[src/hdl/bfx_ptr_unit.sv]
// Shared pointer step unit: moves a tape pointer forward or backward by a reduced
// offset, wrapping modulo the tape size. No package dependencies.
module bfx_ptr_unit #(
    parameter int TAPE_CELLS = 32768
) (
    input  logic [$clog2(TAPE_CELLS)-1:0] base,
    input  logic [$clog2(TAPE_CELLS)-1:0] offset,
    input  logic                          backward,
    output logic [$clog2(TAPE_CELLS)-1:0] result
);

    localparam int PTR_W = $clog2(TAPE_CELLS);
    localparam logic [PTR_W:0] CELLS_E = (PTR_W+1)'(TAPE_CELLS);

    logic [PTR_W:0] fwd_sum;
    logic [PTR_W:0] fwd_wrap;
    logic [PTR_W:0] bwd_wrap;

    assign fwd_sum  = {1'b0, base} + {1'b0, offset};
    assign fwd_wrap = (fwd_sum >= CELLS_E) ? (fwd_sum - CELLS_E) : fwd_sum;
    assign bwd_wrap = (base >= offset) ? ({1'b0, base} - {1'b0, offset})
                                       : ({1'b0, base} + CELLS_E - {1'b0, offset});

    assign result = backward ? bwd_wrap[PTR_W-1:0] : fwd_wrap[PTR_W-1:0];

endmodule

[config.mk]
export PLATFORM = sky130hd
export DESIGN_NAME = bfx_ptr_unit
export DESIGN_NICKNAME = d
export VERILOG_FILES = /design/src/hdl/bfx_ptr_unit.sv
export SDC_FILE = /design/constraint.sdc
export NUM_CORES = 1
export LEC_CHECK = 0
export ABC_AREA = 1
export BUFFER_PORTS_ARGS = -buffer_cell sky130_fd_sc_hd__buf_2
export CAP_MARGIN = 10
export CORE_UTILIZATION = 45
export DETAILED_ROUTE_END_ITERATION = 6
export PLACE_DENSITY = 0.69
export SLEW_MARGIN = 10
export SYNTH_ARGS = -nofsm -noshare
export SYNTH_HDL_FRONTEND = slang
export SYNTH_SLANG_ARGS = --single-unit
[constraint.sdc]
create_clock -name vclk -period 1.5
set_input_delay 0.075 -clock vclk [all_inputs]
set_output_delay 0.075 -clock vclk [all_outputs]
set_load 0.01 [all_outputs]
==> key figures, run 1 <==
Outcome
  – Run status: complete, but fails checks
  – Violations in the final reports: setup timing

Finish
  – Ratio of cells with drive above 1 in the final layout: between 40% and 50%
  – Number of fill cells in the layout: 270
  – Layout Nets: approximately 520
  – Clock buffer instance count of the final layout: 0
  – Number of sequential cells in the layout: 0
  – Synthesis-to-finish area growth: 67.9%
  – Number of inserted diodes: 0
  – Most frequent cells in the layout: 112 x nand2_1, 52 x buf_4, 44 x inv_1, 37 x buf_2, 31 x nand2_2
  – FF/Latch Area: 0 sq um
  – Fin cells: 507
  – Most common cell after layout, fill and taps aside: nand2_1
  – End-of-flow core utilization: approximately four fifths

Power and ir drop
  – Sequential group share of total power: 0%
  – Static leakage: 1.73 nW
  – Switching fraction of total power: between 50% and 60%
  – Switching power summed over all nets: around 0.00074 W
  – Internal power component: roughly 0.0006 W
  – Clock network fraction of design power: 0%
  – Pwr Total: about 0.0013 W
  – Total power density per cell area: approximately 430 mW/mm^2
  – Worst supply voltage drop on vdd: roughly 270 uV
  – Power share of the combinational group: 100.0%

Synth
  – Mean instance size in the synthesized netlist: 4.98 sq um
  – Cells after Synth: 370
  – Dominant cell type by area after synthesis: nand2_1
  – Synth warn: 0
  – Synthesized Nets: about 430
  – Synth top area share: between 30% and 40%
  – Proportion of synthesized chip area in sequential cells: 0%
  – Summed instance area of the synthesized netlist: approximately 0.0018 sq mm
  – Leading cell types by total area after synthesis: nand2_1 30%, ha_1 20%, inv_1 14%
  – Distinct cell type count of the synthesized netlist: 22

STA
  – Worst-case headroom to the max-slew limit: around three quarters
  – Unrepaired setup endpoints after global routing: true
  – Setup TNS: -0.591 ns
  – Least-Margin Pin Slew: about 0.35 ns
  – Final WS setup: -0.138 ns
  – FMAX: 0.611 GHz
  – Final period demand of the worst path: between 1.5 and 2 ns
  – Worst hold slack: about 0.54 ns
  – Final worst-path cycle share: 109%
  – Number of max-slew violations in the final report: 0
  – Final-report hold violation count: 0
  – Total setup violations reported at the end of the flow: 7

Place
  – Routability congestion estimate: 0.987
  – Count of input and output buffers: 46
  – DPL Wire Length: 4.31 mm
  – Inst Count DP: about 500

Die
  – Initial core utilization: 48.6%
  – Floorplan core area: between 0.003 and 0.004 sq mm
  – Total die area: between 0.004 and 0.005 sq mm
  – Die Span Y: 66.0 um
  – Die width: 66.0 um
  – Count of standard-cell rows: 22
  – Num ports: 46

Worst setup path
  – Element type at the critical path end: primary output
  – Crit start category: input port
  – WP data arrival: 1.56 ns
  – Worst setup path class: in -> out
  – Maximum fanout encountered on the critical timing path: 5
  – Startpoint of the most critical setup path: offset[3]
  – Critical Path RT: ~1.4 ns

Routing
  – Detail-routed net length per standard cell: 13.1 um
  – Via/cell ratio: 5.24
  – Final antenna-violating net count: 0
  – Aggregate routed wire length: ~6.7 mm
  – Iteration count of the initial detailed-routing pass: 5
  – Drt first-iter violations: approximately 170
  – Post-detailed-route DRC marker count: 0
  – Overall via count from detail_route: 2,657

Global routing
  – Initial antenna violation count: 0
  – Total GRT Usage: around 27%
  – Grt ovf: 0
  – Number of global-route vias before repair: 2,247
  – First-pass GRT wire length: 9.34 mm
  – Largest net degree at the start of global routing: 17

Worst hold path
  – Terminating pin of the worst hold path: result[0]
  – Worst hold stages: 4
  – Start point of the worst hold path: offset[0]
  – Hold/Removal Path Class: in -> out

Flow run
  – Number of violations of the max-capacitance limit: 0

CTS
  – Number of hold-repair buffers added at the cts stage: 0
-- power by group through the flow --
stage | Combinational, W | Clock (W) | Sequential [W]
after detailed placement | 0.000949 | 0 | 0
after global routing | 0.00144 | 0 | 0
after CTS | 0.00107 | 0 | 0
after floorplan | 0.000592 | 0 | 0
after global placement | 0.000937 | 0 | 0
final | 0.00133 | 0 | 0
-- kinds of logic after synthesis --
kind of cell | share of synthesized area (%)
adder cells (fa/ha/maj) | 21.8
AO/OA/AOI/OAI | 7.46
AND/OR/NAND/NOR | 48.8
XOR/XNOR | 3.32
buffers and inverters | 18.5
-- final cells by class --
cell class | count | area, sq um | area share (%)
multi-input cells | 285 | 2030 | 65.7
well taps | 48 | 60.1 | 1.94
inverters | 74 | 288 | 9.29
repair buffers | 100 | 716 | 23.1
-- worst max-delay path: stages --
cell and delay, ns:
buf_2 0.10, inv_1 0.06, ha_4 0.34, inv_2 0.05, nand2_1 0.12, nand2_1 0.07, nand2_1 0.13, nand2_1 0.07
nand2_1 0.12, nand3_1 0.09, nand2_1 0.07, nand2_1 0.05, nand2_1 0.05, nand2_1 0.04, buf_2 0.13
-- how the worst max path moves through the flow --
stage	to	slack, ns	cells past startpoint
after detailed placement	result[14]	-0.25	16
after global routing	result[14]	-0.24	15
after global placement	result[14]	-0.21	16
after CTS	result[14]	-0.12	16
after floorplan	result[14]	0.11	13
final	result[10]	-0.14	15
-- synth_stat cells (all sizes together) --
cell type  count
nand2        149
inv           73
nor2          30
ha            29
nand3         25
a21oi         14
o21ai         12
buf           10
nand4          9
xor2           6
and2           4
fa             2
nor3           2
clkbuf         1
clkinv         1
nand3b         1
o21bai         1
xnor2          1
-- timing repair --
action,CTS,global route
pin swaps,17,55
endpoints found under the hold margin,0,0
setup endpoints to repair,11,12
buffers inserted,2,8
gates resized for setup,61,107
-- layer usage --
| metal | wire (um) | vias to the layer above | GRT usage (%) |
|---|---|---|---|
| met5 | 0 | - | 0 |
| met4 | 170 | 0 | 4.26 |
| met3 | 387 | 18 | 0 |
| met2 | 3450 | 124 | 51.4 |
| met1 | 2650 | 1210 | 34.0 |
| li1 | - | 1305 | - |
-- metrics by stage --
stage / area, sq um / setup WS, ns
6_report: 3100 / -0.138
5_1_grt: 3100 / -0.241
4_1_cts: 2690 / -0.121
3_5_place_dp: 2410 / -0.246
3_3_place_gp: 2410 / -0.211
2_1_floorplan: 1840 / 0.112
Power figures use the tool's default switching activity.
==> inputs of run 2 (changes only) <==
Settings changed: CELL_PAD_IN_SITES_DETAIL_PLACEMENT set to 0, CELL_PAD_IN_SITES_GLOBAL_PLACEMENT set to 1, CORE_UTILIZATION 45 to 37, PLACE_DENSITY 0.69 to unset, PLACE_DENSITY_LB_ADDON set to 0.1.
==> run 2 against run 1 <==
Effect of this change: the flow still finishes with violations (setup timing); critical path depth grew 1; utilization shrank 18 points; worst hold slack lost 0.054 ns; worst setup slack gained 0.043 ns; final area shrank 2.2%; wire length shrank 11%; die area grew 21%; fmax grew 2.7%; highest routed layer unchanged.
==> key figures, run 2 (synthesized netlist as in run 1, its figures left out) <==
Worst setup path
  – Kind of cell adding the most delay to the critical path: simple AND/OR/NAND/NOR gates
  – Worst setup path class: in -> out
  – Most frequent CP cell: nand2_1
  – Count of buffering cells on the critical path with inverters included: 4 (unchanged)
  – Element type at the critical path end: primary output
  – Slowest cell on crit path: fa_2
  – Delay contributed by the slowest stage of the critical path: 0.34 ns (about the same)
  – Crit start category: input port
  – Critical Path RT: 1.42 ns (about the same)
  – WP data arrival: 1.52 ns (-0.04 ns)
  – Maximum fanout encountered on the critical timing path: 3 (-2)
  – Critical path cell sequence: buf_8 -> inv_4 -> ha_4 -> inv_4 -> fa_2 -> nand2_2 -> nand2_1 -> nand3b_1 -> nand2_2 -> nand2_2 -> nand2_1 -> nand2_1 -> nand2_1 -> nand2_1 -> nand2_1 -> buf_2

Die
  – Die width: 72.6 um (+10%)
  – Count of standard-cell rows: 25 (+14%)
  – Floorplan core area: 0.00475 sq mm (+25%)
  – Die Span Y: 72.6 um (+10%)
  – Total die area: 0.00527 sq mm (+21%)
  – Initial core utilization: 38.8% (-9.8 points)
  – Num ports: 46 (unchanged)

Worst hold path
  – Hold/Removal Path Class: in -> out
  – Start point of the worst hold path: offset[0]
  – Terminating pin of the worst hold path: result[0]
  – Worst hold stages: 4 (unchanged)

Finish
  – Layout Nets: 531 (+1.5%)
  – FF/Latch Area: 0 sq um (unchanged)
  – Clock buffer instance count of the final layout: 0 (unchanged)
  – Number of fill cells in the layout: 494 (+83%)
  – Most common cell after layout, fill and taps aside: nand2_1
  – End-of-flow core utilization: 63.7% (-18 points)
  – Most frequent cells in the layout: 122 x nand2_1, 61 x buf_4, 52 x inv_1, 44 x buf_2, 22 x nand2_2
  – Ratio of cells with drive above 1 in the final layout: 45.4% (-2.5 points)
  – Synthesis-to-finish area growth: 64.2%
  – Number of inserted diodes: 0 (unchanged)
  – Number of sequential cells in the layout: 0 (unchanged)

STA
  – Setup TNS: -0.400 ns (+0.190 ns)
  – Worst-case headroom to the max-slew limit: 78.2% (+1.6 points)
  – Number of max-slew violations in the final report: 0 (unchanged)
  – Final period demand of the worst path: 1.59 ns (-0.0428 ns)
  – Least-Margin Pin Slew: 0.324 ns (-0.0268 ns)
  – Total setup violations reported at the end of the flow: 6 (-1)
  – Final-report hold violation count: 0 (unchanged)
  – Unrepaired setup endpoints after global routing: true
  – Final WS setup: -0.0948 ns (+0.0428 ns)
  – Final worst-path cycle share: 106% (-2.9 points)
  – FMAX: 0.627 GHz (+2.7%)

Routing
  – Drt first-iter violations: 105 (-39%)
  – Iteration count of the initial detailed-routing pass: 4 (-1)
  – Aggregate routed wire length: 5.96 mm (-11%)
  – Overall via count from detail_route: 2,478 (-6.7%)
  – Via/cell ratio: 4.64 (-11%)
  – Final antenna-violating net count: 0 (unchanged)
  – Post-detailed-route DRC marker count: 0 (unchanged)
  – Detail-routed net length per standard cell: 11.2 um (-15%)

Power and ir drop
  – Worst supply voltage drop on vdd: 224 uV (-18%)
  – Static leakage: 1.73 nW (+0.34%)
  – Total power density per cell area: 413 mW/mm^2 (-4.1%)

Place
  – DPL Wire Length: 4.64 mm (+7.6%)
  – Count of input and output buffers: 46 (unchanged)
  – Routability congestion estimate: 0.953 (-3.4%)

Flow run
  – Number of violations of the max-capacitance limit: 0 (unchanged)

Outcome
  – Violations in the final reports: setup timing
  – Run status: complete, but fails checks

CTS
  – Number of hold-repair buffers added at the cts stage: 0 (unchanged)

Global routing
  – Largest net degree at the start of global routing: 12 (-5)
  – Grt ovf: 0 (unchanged)
  – First-pass GRT wire length: 9.37 mm (+0.30%)
  – Initial antenna violation count: 0 (unchanged)
  – Total GRT Usage: 21.8% (-5.2 points)
  – Number of global-route vias before repair: 2,154 (-4.1%)
run 2: tightest hold or removal path: cells and delay by family:
kind,cells,cell delay (ns)
buffers and inverters,3,0.22
adder cells (fa/ha/maj),1,0.11
run 2: timing repair:
action	4_1_cts	5_1_grt
endpoints found under the hold margin	0	0
resized for setup	58	71
buffers inserted	3	6
cloned	0	0
pin swaps	15	45
endpoints found under the setup margin	12	12
run 2: power by group:
| part | internal [W] | switching (W) | total [W] |
|---|---|---|---|
| clock network | 0 | 0 | 0 |
| registers | 0 | 0 | 0 |
| logic | 0.000574 | 0.000677 | 0.00125 |
run 2: final cells by class:
class                      count  area (sq um)  share of cell area (%)
inverter                      74           290                    9.58
multi-input combinational    285          1940                    64.0
tap                           67          83.8                    2.77
timing repair buffer         108           716                    23.6
run 2: through the flow:
stage / setup slack (ns) / area (sq um) / hold slack (ns) / cells / power (W)
2_1_floorplan: 0.112 / 1840 / 0.308 / 370 / 0.000592
3_3_place_gp: -0.177 / 2490 / 0.515 / 525 / 0.000976
3_5_place_dp: -0.216 / 2490 / 0.519 / 525 / 0.000982
4_1_cts: -0.0952 / 2790 / 0.486 / 528 / 0.00111
5_1_grt: -0.213 / 3030 / 0.512 / 534 / 0.00138
6_report: -0.0948 / 3030 / 0.489 / 534 / 0.00125
run 2: how the worst max path moves through the flow:
stage / to / cells past startpoint / start
floorplan: result[14] / 13 / base[0]
global placement: result[14] / 16 / base[0]
detailed placement: result[14] / 16 / base[0]
CTS: result[14] / 16 / base[0]
global route: result[10] / 16 / base[0]
finish: result[14] / 16 / base[0]
run 2: per-layer routing:
metal,wire (um),vias up,track usage (%)
li1,-,1316,-
met1,2800,1107,30.0
met2,2960,51,39.9
met3,174,4,0
met4,29,0,1.31
met5,0,-,0
